<file path="src/hw/rtl/bmft_pkg.sv">
`default_nettype none
// ---------------------------------------------------------------------------
// bmft_pkg
// Shared constants and controller/datapath interface types for the battery
// monitor frame table.
// ---------------------------------------------------------------------------
package bmft_pkg;

    // default number of battery modules
    localparam int DEF_MODULES = 12;

    // table geometry per module
    localparam int PAIRS_PER_MOD     = 4;
    localparam int CELLS_PER_MOD     = 8;
    localparam int TEMP_ROWS_PER_MOD = 3;

    // frame acceptance window
    localparam logic [10:0] ID_LOW   = 11'h611;
    localparam logic [10:0] ID_HIGH  = 11'h6C4;
    localparam logic [10:0] ID_BASE  = 11'h600;
    localparam logic [3:0]  LEN_CODE = 4'd8;
    localparam logic [3:0]  PAIR_MAX = 4'd4;

    // temperature byte offset
    localparam logic [7:0] TEMP_OFFSET = 8'd50;

    // pair that carries no temperature
    localparam logic [1:0] PAIR_NO_TEMP = 2'd3;
    // pair whose temperatures sit one byte earlier
    localparam logic [1:0] PAIR_SHIFTED = 2'd2;

    // commands from controller to datapath
    typedef struct packed {
        logic load;    // capture the input transfer, clear accumulators
        logic write;   // store an accepted frame
        logic walk;    // read the next table row
        logic emit;    // load the output register
    } t_dp_cmd;

    // status from datapath to controller
    typedef struct packed {
        logic walk_last;   // current walk row is the last one
    } t_dp_stat;

endpackage
`default_nettype wire

</file>
<file path="src/hw/rtl/bmft_ctrl.sv">
`default_nettype none
// ---------------------------------------------------------------------------
// bmft_ctrl
// Sequencer: takes one transfer at a time, runs the frame write or the
// table walk, and hands the result to the output register.
// ---------------------------------------------------------------------------
module bmft_ctrl (
    input  wire logic               i_clk,
    input  wire logic               i_rst_n,
    input  wire logic               i_in_valid,
    input  wire logic               i_command,
    input  wire logic               i_out_stall,
    input  wire bmft_pkg::t_dp_stat i_stat,
    output logic                    o_in_stall,
    output logic                    o_out_valid,
    output bmft_pkg::t_dp_cmd       o_cmd
);
    import bmft_pkg::*;

    typedef enum logic [4:0] {
        S_IDLE  = 5'b00001,
        S_FRAME = 5'b00010,
        S_WALK  = 5'b00100,
        S_DRAIN = 5'b01000,
        S_OUT   = 5'b10000
    } t_state;

    t_state r_state, n_state;
    logic   r_out_valid, n_out_valid;
    logic   slot_free;

    // output register can take a new result
    assign slot_free = !r_out_valid || !i_out_stall;

    // commands
    always_comb begin
        o_cmd       = '0;
        o_cmd.load  = (r_state == S_IDLE) && i_in_valid;
        o_cmd.write = (r_state == S_FRAME);
        o_cmd.walk  = (r_state == S_WALK);
        o_cmd.emit  = (r_state == S_OUT) && slot_free;
    end

    // next state
    always_comb begin
        n_state = r_state;
        case (r_state)
            S_IDLE: begin
                if (i_in_valid) begin
                    n_state = i_command ? S_WALK : S_FRAME;
                end
            end
            S_FRAME: n_state = S_OUT;
            S_WALK: begin
                if (i_stat.walk_last) begin
                    n_state = S_DRAIN;
                end
            end
            S_DRAIN: n_state = S_OUT;
            S_OUT: begin
                if (slot_free) begin
                    n_state = S_IDLE;
                end
            end
            default: n_state = S_IDLE;
        endcase
    end

    // output valid: set on emit, cleared on transfer
    always_comb begin
        n_out_valid = r_out_valid;
        if (o_cmd.emit) begin
            n_out_valid = 1'b1;
        end else if (r_out_valid && !i_out_stall) begin
            n_out_valid = 1'b0;
        end
    end

    always_ff @(posedge i_clk) begin
        if (!i_rst_n) begin
            r_state     <= S_IDLE;
            r_out_valid <= 1'b0;
        end else begin
            r_state     <= n_state;
            r_out_valid <= n_out_valid;
        end
    end

    assign o_in_stall  = (r_state != S_IDLE);
    assign o_out_valid = r_out_valid;

endmodule
`default_nettype wire

</file>
<file path="src/hw/rtl/bmft_datapath.sv">
`default_nettype none
// ---------------------------------------------------------------------------
// bmft_datapath
// Frame decode, cell and temperature tables, per-module counters, walk
// accumulators and the output register.
// ---------------------------------------------------------------------------
module bmft_datapath #(
    parameter int MODULES = bmft_pkg::DEF_MODULES
) (
    input  wire logic               i_clk,
    input  wire logic               i_rst_n,
    input  wire bmft_pkg::t_dp_cmd  i_cmd,
    output bmft_pkg::t_dp_stat      o_stat,
    input  wire logic               i_command,
    input  wire logic [10:0]        i_identifier,
    input  wire logic               i_extended,
    input  wire logic [3:0]         i_length_code,
    input  wire logic [63:0]        i_payload,
    input  wire logic [31:0]        i_now_ms,
    input  wire logic [3:0]         i_view_index,
    output logic                    o_accepted,
    output logic signed [4:0]       o_latest_module,
    output logic [15:0]             o_min_cell_raw,
    output logic [15:0]             o_max_cell_raw,
    output logic [22:0]             o_cell_sum,
    output logic [6:0]              o_cell_count,
    output logic signed [7:0]       o_min_temp,
    output logic signed [7:0]       o_max_temp,
    output logic                    o_temp_seen,
    output logic [31:0]             o_frame_count,
    output logic [31:0]             o_view_frames,
    output logic [31:0]             o_view_age_ms
);
    import bmft_pkg::*;

    localparam int MW    = (MODULES > 1) ? $clog2(MODULES) : 1;
    localparam int RW    = MW + 2;
    localparam int CROWS = MODULES * PAIRS_PER_MOD;
    localparam int TROWS = MODULES * TEMP_ROWS_PER_MOD;
    localparam int TW    = $clog2(TROWS);

    // captured item
    logic        r_cmd;
    logic [10:0] r_id;
    logic        r_ext;
    logic [3:0]  r_len;
    logic [63:0] r_pl;
    logic [31:0] r_now;
    logic [3:0]  r_view;

    always_ff @(posedge i_clk) begin
        if (i_cmd.load) begin
            r_cmd  <= i_command;
            r_id   <= i_identifier;
            r_ext  <= i_extended;
            r_len  <= i_length_code;
            r_pl   <= i_payload;
            r_now  <= i_now_ms;
            r_view <= i_view_index;
        end
    end

    // frame decode
    logic [10:0]   id_off;
    logic [3:0]    mnib, pnib, mod_full, pair_full;
    logic [MW-1:0] mod;
    logic [1:0]    pair;
    logic          frame_ok;
    logic [RW-1:0] crow;
    logic [RW:0]   trow_full;
    logic [TW-1:0] trow;
    logic [15:0]   v1, v2;
    logic [7:0]    tb0, tb1, t0, t1;
    logic          has_temp;

    always_comb begin
        id_off    = r_id - ID_BASE;
        mnib      = id_off[7:4];
        pnib      = r_id[3:0];
        frame_ok  = !r_ext && (r_len == LEN_CODE)
                    && (r_id >= ID_LOW) && (r_id <= ID_HIGH)
                    && (mnib >= 4'd1) && (mnib <= 4'(MODULES))
                    && (pnib >= 4'd1) && (pnib <= PAIR_MAX);
        mod_full  = mnib - 4'd1;
        pair_full = pnib - 4'd1;
        mod       = mod_full[MW-1:0];
        pair      = pair_full[1:0];
        crow      = {mod, pair};
        // row = module * 3 + pair
        trow_full = (RW+1)'({mod, 1'b0}) + (RW+1)'(mod) + (RW+1)'(pair);
        trow      = trow_full[TW-1:0];
        v1        = r_pl[31:16];
        v2        = r_pl[15:0];
        // the third pair takes its temperatures from bytes 1 and 2
        tb0       = (pair == PAIR_SHIFTED) ? r_pl[55:48] : r_pl[47:40];
        tb1       = (pair == PAIR_SHIFTED) ? r_pl[47:40] : r_pl[39:32];
        t0        = tb0 - TEMP_OFFSET;
        t1        = tb1 - TEMP_OFFSET;
        has_temp  = (pair != PAIR_NO_TEMP);
    end

    // cell and temperature memories, write side
    logic [31:0] cell_mem [CROWS];
    logic [15:0] temp_mem [TROWS];

    always_ff @(posedge i_clk) begin
        if (i_cmd.write && frame_ok) begin
            cell_mem[crow] <= {v1, v2};
            if (has_temp) begin
                temp_mem[trow] <= {t0, t1};
            end
        end
    end

    // walk row counter
    logic [RW-1:0] r_walk;
    logic [TW-1:0] twalk;
    logic          twalk_in;

    assign twalk    = r_walk[TW-1:0];
    assign twalk_in = (r_walk < RW'(TROWS));

    always_ff @(posedge i_clk) begin
        if (i_cmd.load) begin
            r_walk <= '0;
        end else if (i_cmd.walk) begin
            r_walk <= r_walk + RW'(1);
        end
    end

    assign o_stat.walk_last = (r_walk == RW'(CROWS - 1));

    // memory read side
    logic [31:0] r_crd;
    logic [15:0] r_trd;

    always_ff @(posedge i_clk) begin
        if (i_cmd.walk) begin
            r_crd <= cell_mem[r_walk];
            if (twalk_in) begin
                r_trd <= temp_mem[twalk];
            end
        end
    end

    // valid marks, cleared by reset
    logic [1:0] r_cok [CROWS];
    logic [1:0] r_tok [TROWS];
    logic [1:0] r_cok_rd, r_tok_rd;
    logic       r_acc_en;

    always_ff @(posedge i_clk) begin
        if (!i_rst_n) begin
            for (int i = 0; i < CROWS; i++) begin
                r_cok[i] <= 2'b00;
            end
            for (int i = 0; i < TROWS; i++) begin
                r_tok[i] <= 2'b00;
            end
            r_cok_rd <= 2'b00;
            r_tok_rd <= 2'b00;
            r_acc_en <= 1'b0;
        end else begin
            if (i_cmd.write && frame_ok) begin
                r_cok[crow] <= {v1 != 16'd0, v2 != 16'd0};
                if (has_temp) begin
                    r_tok[trow] <= {tb0 != 8'd0, tb1 != 8'd0};
                end
            end
            if (i_cmd.walk) begin
                r_cok_rd <= r_cok[r_walk];
                r_tok_rd <= twalk_in ? r_tok[twalk] : 2'b00;
            end
            r_acc_en <= i_cmd.walk;
        end
    end

    // walk accumulators
    logic [15:0]        r_mn, r_mx;
    logic [22:0]        r_sum;
    logic [6:0]         r_cnt;
    logic signed [7:0]  r_tmin, r_tmax;
    logic               r_any;
    logic [15:0]        ca, cb, mn1, mn2, mx1, mx2;
    logic signed [7:0]  ta, tb, tmn1, tmn2, tmx1, tmx2;
    logic [22:0]        n_sum;
    logic [6:0]         n_cnt;

    always_comb begin
        ca    = r_crd[31:16];
        cb    = r_crd[15:0];
        mn1   = (r_cok_rd[1] && (ca < r_mn)) ? ca : r_mn;
        mn2   = (r_cok_rd[0] && (cb < mn1)) ? cb : mn1;
        mx1   = (r_cok_rd[1] && (ca > r_mx)) ? ca : r_mx;
        mx2   = (r_cok_rd[0] && (cb > mx1)) ? cb : mx1;
        n_sum = r_sum + (r_cok_rd[1] ? 23'(ca) : 23'd0)
                      + (r_cok_rd[0] ? 23'(cb) : 23'd0);
        n_cnt = r_cnt + 7'(r_cok_rd[1]) + 7'(r_cok_rd[0]);
        ta    = signed'(r_trd[15:8]);
        tb    = signed'(r_trd[7:0]);
        tmn1  = (r_tok_rd[1] && (ta < r_tmin)) ? ta : r_tmin;
        tmn2  = (r_tok_rd[0] && (tb < tmn1)) ? tb : tmn1;
        tmx1  = (r_tok_rd[1] && (ta > r_tmax)) ? ta : r_tmax;
        tmx2  = (r_tok_rd[0] && (tb > tmx1)) ? tb : tmx1;
    end

    always_ff @(posedge i_clk) begin
        if (i_cmd.load) begin
            r_mn   <= 16'hFFFF;
            r_mx   <= 16'h0000;
            r_sum  <= '0;
            r_cnt  <= '0;
            r_tmin <= 8'sd127;
            r_tmax <= -8'sd127;
            r_any  <= 1'b0;
        end else if (r_acc_en) begin
            r_mn   <= mn2;
            r_mx   <= mx2;
            r_sum  <= n_sum;
            r_cnt  <= n_cnt;
            r_tmin <= tmn2;
            r_tmax <= tmx2;
            r_any  <= r_any || (r_tok_rd != 2'b00);
        end
    end

    // per-module time stamps and counts, latest module, total count
    logic [31:0]       r_mod_time   [MODULES];
    logic [31:0]       r_mod_frames [MODULES];
    logic signed [4:0] r_latest;
    logic [31:0]       r_total;

    always_ff @(posedge i_clk) begin
        if (!i_rst_n) begin
            for (int i = 0; i < MODULES; i++) begin
                r_mod_time[i]   <= '0;
                r_mod_frames[i] <= '0;
            end
            r_latest <= -5'sd1;
            r_total  <= '0;
        end else if (i_cmd.write && frame_ok) begin
            r_mod_time[mod]   <= r_now;
            r_mod_frames[mod] <= r_mod_frames[mod] + 32'd1;
            r_latest          <= signed'(5'(mod));
            r_total           <= r_total + 32'd1;
        end
    end

    // viewed module lookup
    logic          view_in;
    logic [MW-1:0] vidx;

    assign view_in = (r_view < 4'(MODULES));
    assign vidx    = r_view[MW-1:0];

    // output register
    always_ff @(posedge i_clk) begin
        if (i_cmd.emit) begin
            o_accepted      <= !r_cmd && frame_ok;
            o_latest_module <= r_latest;
            if (r_cmd) begin
                o_min_cell_raw <= r_mn;
                o_max_cell_raw <= r_mx;
                o_cell_sum     <= r_sum;
                o_cell_count   <= r_cnt;
                o_min_temp     <= r_tmin;
                o_max_temp     <= r_tmax;
                o_temp_seen    <= r_any;
                o_frame_count  <= r_total;
                o_view_frames  <= view_in ? r_mod_frames[vidx] : 32'd0;
                o_view_age_ms  <= view_in ? (r_now - r_mod_time[vidx]) : 32'd0;
            end else begin
                o_min_cell_raw <= '0;
                o_max_cell_raw <= '0;
                o_cell_sum     <= '0;
                o_cell_count   <= '0;
                o_min_temp     <= '0;
                o_max_temp     <= '0;
                o_temp_seen    <= 1'b0;
                o_frame_count  <= '0;
                o_view_frames  <= '0;
                o_view_age_ms  <= '0;
            end
        end
    end

endmodule
`default_nettype wire

</file>
<file path="src/hw/rtl/battery_monitor_frame_table_top.sv">
`default_nettype none
// Frame: the sequencer runs the frame write state, then the output state
//   loads the result register; the next transfer is taken back in idle.
// Query: walks MODULES*4 table rows, one row per cycle through the memory
//   read port, then a drain state and the output state, which loads the
//   result; the next transfer is taken back in idle; an output stall
//   holds the sequencer until the result register frees.
// Reset clears valid marks, module counters and the latest module at once.
// ---------------------------------------------------------------------------
// battery_monitor_frame_table_top
// Stores battery module frames in a cell and temperature table and answers
// pack statistics queries.
// ---------------------------------------------------------------------------
module battery_monitor_frame_table_top #(
    parameter int MODULES = bmft_pkg::DEF_MODULES
) (
    input  wire logic         i_clk,
    input  wire logic         i_rst_n,
    input  wire logic         i_in_valid,
    output logic              o_in_stall,
    input  wire logic         i_command,
    input  wire logic [10:0]  i_identifier,
    input  wire logic         i_extended,
    input  wire logic [3:0]   i_length_code,
    input  wire logic [63:0]  i_payload,
    input  wire logic [31:0]  i_now_ms,
    input  wire logic [3:0]   i_view_index,
    output logic              o_out_valid,
    input  wire logic         i_out_stall,
    output logic              o_accepted,
    output logic signed [4:0] o_latest_module,
    output logic [15:0]       o_min_cell_raw,
    output logic [15:0]       o_max_cell_raw,
    output logic [22:0]       o_cell_sum,
    output logic [6:0]        o_cell_count,
    output logic signed [7:0] o_min_temp,
    output logic signed [7:0] o_max_temp,
    output logic              o_temp_seen,
    output logic [31:0]       o_frame_count,
    output logic [31:0]       o_view_frames,
    output logic [31:0]       o_view_age_ms
);
    import bmft_pkg::*;

    t_dp_cmd  dp_cmd;
    t_dp_stat dp_stat;

    // sequencer
    bmft_ctrl u_ctrl (
        .i_clk       (i_clk),
        .i_rst_n     (i_rst_n),
        .i_in_valid  (i_in_valid),
        .i_command   (i_command),
        .i_out_stall (i_out_stall),
        .i_stat      (dp_stat),
        .o_in_stall  (o_in_stall),
        .o_out_valid (o_out_valid),
        .o_cmd       (dp_cmd)
    );

    // tables, accumulators and output register
    bmft_datapath #(
        .MODULES (MODULES)
    ) u_datapath (
        .i_clk           (i_clk),
        .i_rst_n         (i_rst_n),
        .i_cmd           (dp_cmd),
        .o_stat          (dp_stat),
        .i_command       (i_command),
        .i_identifier    (i_identifier),
        .i_extended      (i_extended),
        .i_length_code   (i_length_code),
        .i_payload       (i_payload),
        .i_now_ms        (i_now_ms),
        .i_view_index    (i_view_index),
        .o_accepted      (o_accepted),
        .o_latest_module (o_latest_module),
        .o_min_cell_raw  (o_min_cell_raw),
        .o_max_cell_raw  (o_max_cell_raw),
        .o_cell_sum      (o_cell_sum),
        .o_cell_count    (o_cell_count),
        .o_min_temp      (o_min_temp),
        .o_max_temp      (o_max_temp),
        .o_temp_seen     (o_temp_seen),
        .o_frame_count   (o_frame_count),
        .o_view_frames   (o_view_frames),
        .o_view_age_ms   (o_view_age_ms)
    );

    // one item in flight: busy right after an input transfer
    a_busy_after_take: assert property (@(posedge i_clk) disable iff (!i_rst_n)
        (i_in_valid && !o_in_stall) |=> o_in_stall)
        else $error("input taken while an item is in flight");

    // a stored frame reports no statistics
    a_frame_no_stats: assert property (@(posedge i_clk) disable iff (!i_rst_n)
        (o_out_valid && o_accepted) |-> (o_cell_count == 7'd0 && o_frame_count == 32'd0))
        else $error("frame result carries statistics");

    // no valid cells means empty sum and maximum
    a_empty_cells: assert property (@(posedge i_clk) disable iff (!i_rst_n)
        (o_out_valid && o_cell_count == 7'd0) |->
        (o_cell_sum == 23'd0 && o_max_cell_raw == 16'd0))
        else $error("cell sum or maximum without valid cells");

    // temperature range ordered when any temperature is valid
    a_temp_order: assert property (@(posedge i_clk) disable iff (!i_rst_n)
        (o_out_valid && o_temp_seen) |-> (o_min_temp <= o_max_temp))
        else $error("temperature minimum above maximum");

endmodule
`default_nettype wire

</file>
<file path="config.mk">
export PLATFORM = sky130hd
export DESIGN_NAME = battery_monitor_frame_table_top
export DESIGN_NICKNAME = d
export VERILOG_FILES = /design/src/hw/rtl/bmft_pkg.sv /design/src/hw/rtl/bmft_ctrl.sv /design/src/hw/rtl/bmft_datapath.sv /design/src/hw/rtl/battery_monitor_frame_table_top.sv
export SDC_FILE = /design/constraint.sdc
export NUM_CORES = 2
export LEC_CHECK = 0
export BUFFER_PORTS_ARGS = -buffer_cell sky130_fd_sc_hd__buf_4
export CORE_UTILIZATION = 60
export CTS_CLUSTER_DIAMETER = 150
export DETAILED_ROUTE_END_ITERATION = 8
export HOLD_SLACK_MARGIN = 0.03
export PLACE_DENSITY = 0.77
export SLEW_MARGIN = 20
export SYNTH_ARGS = -nofsm -noshare
export SYNTH_HDL_FRONTEND = slang
export SYNTH_HIERARCHICAL = 1
export SYNTH_SLANG_ARGS = --single-unit
</file>
<file path="constraint.sdc">
create_clock -name i_clk -period 11.97 [get_ports i_clk]
set_input_delay 0.5985 -clock i_clk [delete_from_list [all_inputs] [get_ports i_clk]]
set_output_delay 0.5985 -clock i_clk [all_outputs]
set_load 0.05 [all_outputs]
</file>
==> metrics.csv <==
metric;value;unit
worstPathMaxFanout;38;
dp.cells;12500;
gp_congestion;0.873;
cts_buffers;386;
ys.flop_type;edfxtp_1;
ios;304;
fin_crit_sh;56.8;%
relSlewSlack;16.0;%
vias_per_cell;6.73;
end_kind;flop;
antenna_found_initial;9;
rsz0062_at_grt;false;
cts.sinks;3873;
yosys.area.top_type_share;68.8;%
clock_skew;0.0655;ns
crit_type;reg2reg;
yosysTopAreaCell;edfxtp_1;
grt_pass1_wl;608;mm
post_cts_buffers;0;
ys_seq_area_share;70.6;%
syn-num-nets;9224;
cpPeakStageDelay;0.96;ns
final-hold-violation-count;0;
maxCapViolCount;0;
p_total;30300;uW
synthCells;8916;
syn_to_final_growth;12.6;%
synth-edff-count;3730;
dpl.hpwl;225;mm
finalMaxSlewViolations;0;
cts_tree;built;
synth_area;163000;sq um
grt_overflow;0;
path_clk_slew;0.06;ns
synth_seq_cells;3873;
finalSetupTns;0;ns
coreArea;269000;sq um
fin_crit;6.80;ns
layout.nets;9706;
holdBufCountCts;111;
drtPass1Iterations;9;
cts_max_level;5;
rows;190;
fp.dieH;523;um
drt_iter0_drc;12200;
hold_path_class;in2reg;
fmax;147;MHz
ys_top_cells_by_area;edfxtp_1 (69%), mux4_2 (16%), and2_1 (2.2%);
max_slew.worst_pin.slew;1.25;ns
cpLargestDelayFamily;simple AND/OR/NAND/NOR gates;
peakVddDrop;0.000133;V
cts_buffer_depth;4;
start_util;60.5;%
synth_common_cells;edfxtp_1 (3,730), mux4_2 (1,148), nor2_1 (827);
fp.dieArea;273000;sq um
finalSetupViolCount;0;
synthArstFlopShare;0;%
wl_per_cell;31.9;um
cp_data_required_time;12.56;ns
clock_latency;0.93;ns
grt.total_usage;31.0;%
cts_resized;0;
critPathSlowestCell;nor4_2;
path_cells;buf_4 -> inv_2 -> ha_1 -> xnor2_4 -> inv_2 -> buf_4 -> mux4_2 -> nand2_1 -> a31oi_2 -> ha_1 -> nand2_1 -> nor4_2 -> and2_1 -> nand4_1 -> xor2_1 -> nor2_1;
drtAntennaViolNets;0;
powerDensity;165;nW/um^2
stdcell_count;13300;
avgSynthCellArea;18.3;sq um
synth_most_common_cell;edfxtp_1;
power_leakage;0.0600;uW
root_buffer;clkbuf_16;
grt_max_degree;119;
whs;0.146;ns
cp_num_buf_inv;4;
post-route-drc-count;0;
ys_types;88;
yosysWarnings;6;
start_kind;flop;
status;finished, final reports clean;
grt_pass1_vias;90500;
final_core_util;68.1;%
r2r_slack;5.17;ns
arrival;7.39;ns
vias;89200;
chipWidth;523;um
drive_gt1_share;25.2;%
port-buffer-count;295;
wl;423;mm
==> worst paths after layout <==
path	start	end	depth (start not counted)
max	u_datapath/r_id[4]	u_datapath/r_mod_frames[8][26]	16
min	i_rst_n	u_datapath/r_latest[4]	2
max reg2reg	u_datapath/r_id[4]	u_datapath/r_mod_frames[8][26]	16
min reg2reg	u_datapath/r_latest[4]	u_datapath/o_latest_module[4]	0
==> area by class of cell <==
class	count	area (sq um)
sequential	3873	115000
fill	16300	85700
clock inverter	227	2080
timing repair buffer	669	5370
inverter	205	769
antenna	6	15.0
multi-input combinational	4263	45500
clock buffer	463	10100
tap	3552	4440
==> where the power goes <==
part           internal, uW  switching, uW
Combinational          1160           1890
Sequential            15300            159
Clock                  6680           5130
==> sequential cells by signal, summed over array words and instances, names as in the netlist, 11 cells and up, named ones only <==
register                   cells
u_datapath/cell_mem         1536
u_datapath/temp_mem          576
u_datapath/r_mod_frames      512
u_datapath/r_mod_time        512
u_datapath/r_cok             128
u_datapath/r_tok             128
u_datapath/r_pl               56
u_datapath/o_frame_count      32
u_datapath/o_view_age_ms      32
u_datapath/o_view_frames      32
u_datapath/r_crd              32
u_datapath/r_now              32
u_datapath/r_total            32
u_datapath/o_cell_sum         23
u_datapath/r_sum              23
u_datapath/o_max_cell_raw     16
u_datapath/o_min_cell_raw     16
u_datapath/r_mn               16
u_datapath/r_mx               16
u_datapath/r_trd              16
u_datapath/r_id               11
==> worst register-to-register path: cells and delay by family, from the launching register on <==
kind                       cells  cell delay (ns)
muxes                          1             0.34
buffers and inverters          4             1.28
DFF                            1             0.32
xor gates and xnor gates       2             1.10
AOI/OAI and AO/OA              1             0.63
adders and majority gates      2             0.76
and+or+nand+nor                6             2.09
==> layer usage <==
layer	vias up	track usage [%]	wire length, um
met3	996	6.05	46000
met4	0	13.1	19600
met2	6084	51.1	210000
li1	36200	-	-
met1	46000	40.6	147000
met5	-	0	0
==> stage by stage <==
| step | setup slack [ns] | cell area, sq um |
|---|---|---|
| floorplan | 6.03 | 163000 |
| global placement | 5.36 | 170000 |
| detailed placement | 5.16 | 170000 |
| CTS | 5.13 | 183000 |
| global route | 5.01 | 183000 |
| finish | 5.17 | 183000 |
==> layout by cell type (no fill, tap or decap), drive strengths merged, types with 19 or more instances in the layout <==
cell type	netlist	final
edfxtp	3730	3730
nand3	119	119
clkbuf	412	463
fa	20	20
xnor2	57	57
nor2b	32	32
nand2	269	269
dlygate4sd3	0	111
a21o	34	34
o21ai	220	220
inv	202	220
dfxtp	143	143
mux4	1148	1148
clkinv	3	160
nor3	59	59
and2	568	568
o22ai	33	33
xor2	51	51
clkinvlp	0	21
a211oi	23	23
nand2b	31	31
and3	41	41
bufinv	0	31
buf	163	558
o31ai	19	19
mux2i	149	149
a21oi	114	114
mux2	22	22
nand4	38	38
ha	167	167
nor2	838	838
==> kinds of logic (layout without fill, tap and decap cells) <==
| kind of cell | after synthesis | in the layout | share of synthesized area, % |
|---|---|---|---|
| xor+xnor | 108 | 108 | 0.595 |
| other cells | 0 | 6 | 0 |
| flops | 3873 | 3873 | 70.6 |
| buf+inv | 780 | 1564 | 1.91 |
| mux | 1319 | 1319 | 17.0 |
| compound gates | 566 | 566 | 2.13 |
| fa+ha+maj | 187 | 187 | 1.53 |
| simple gates | 2083 | 2083 | 6.29 |
Power figures use the tool's default switching activity.
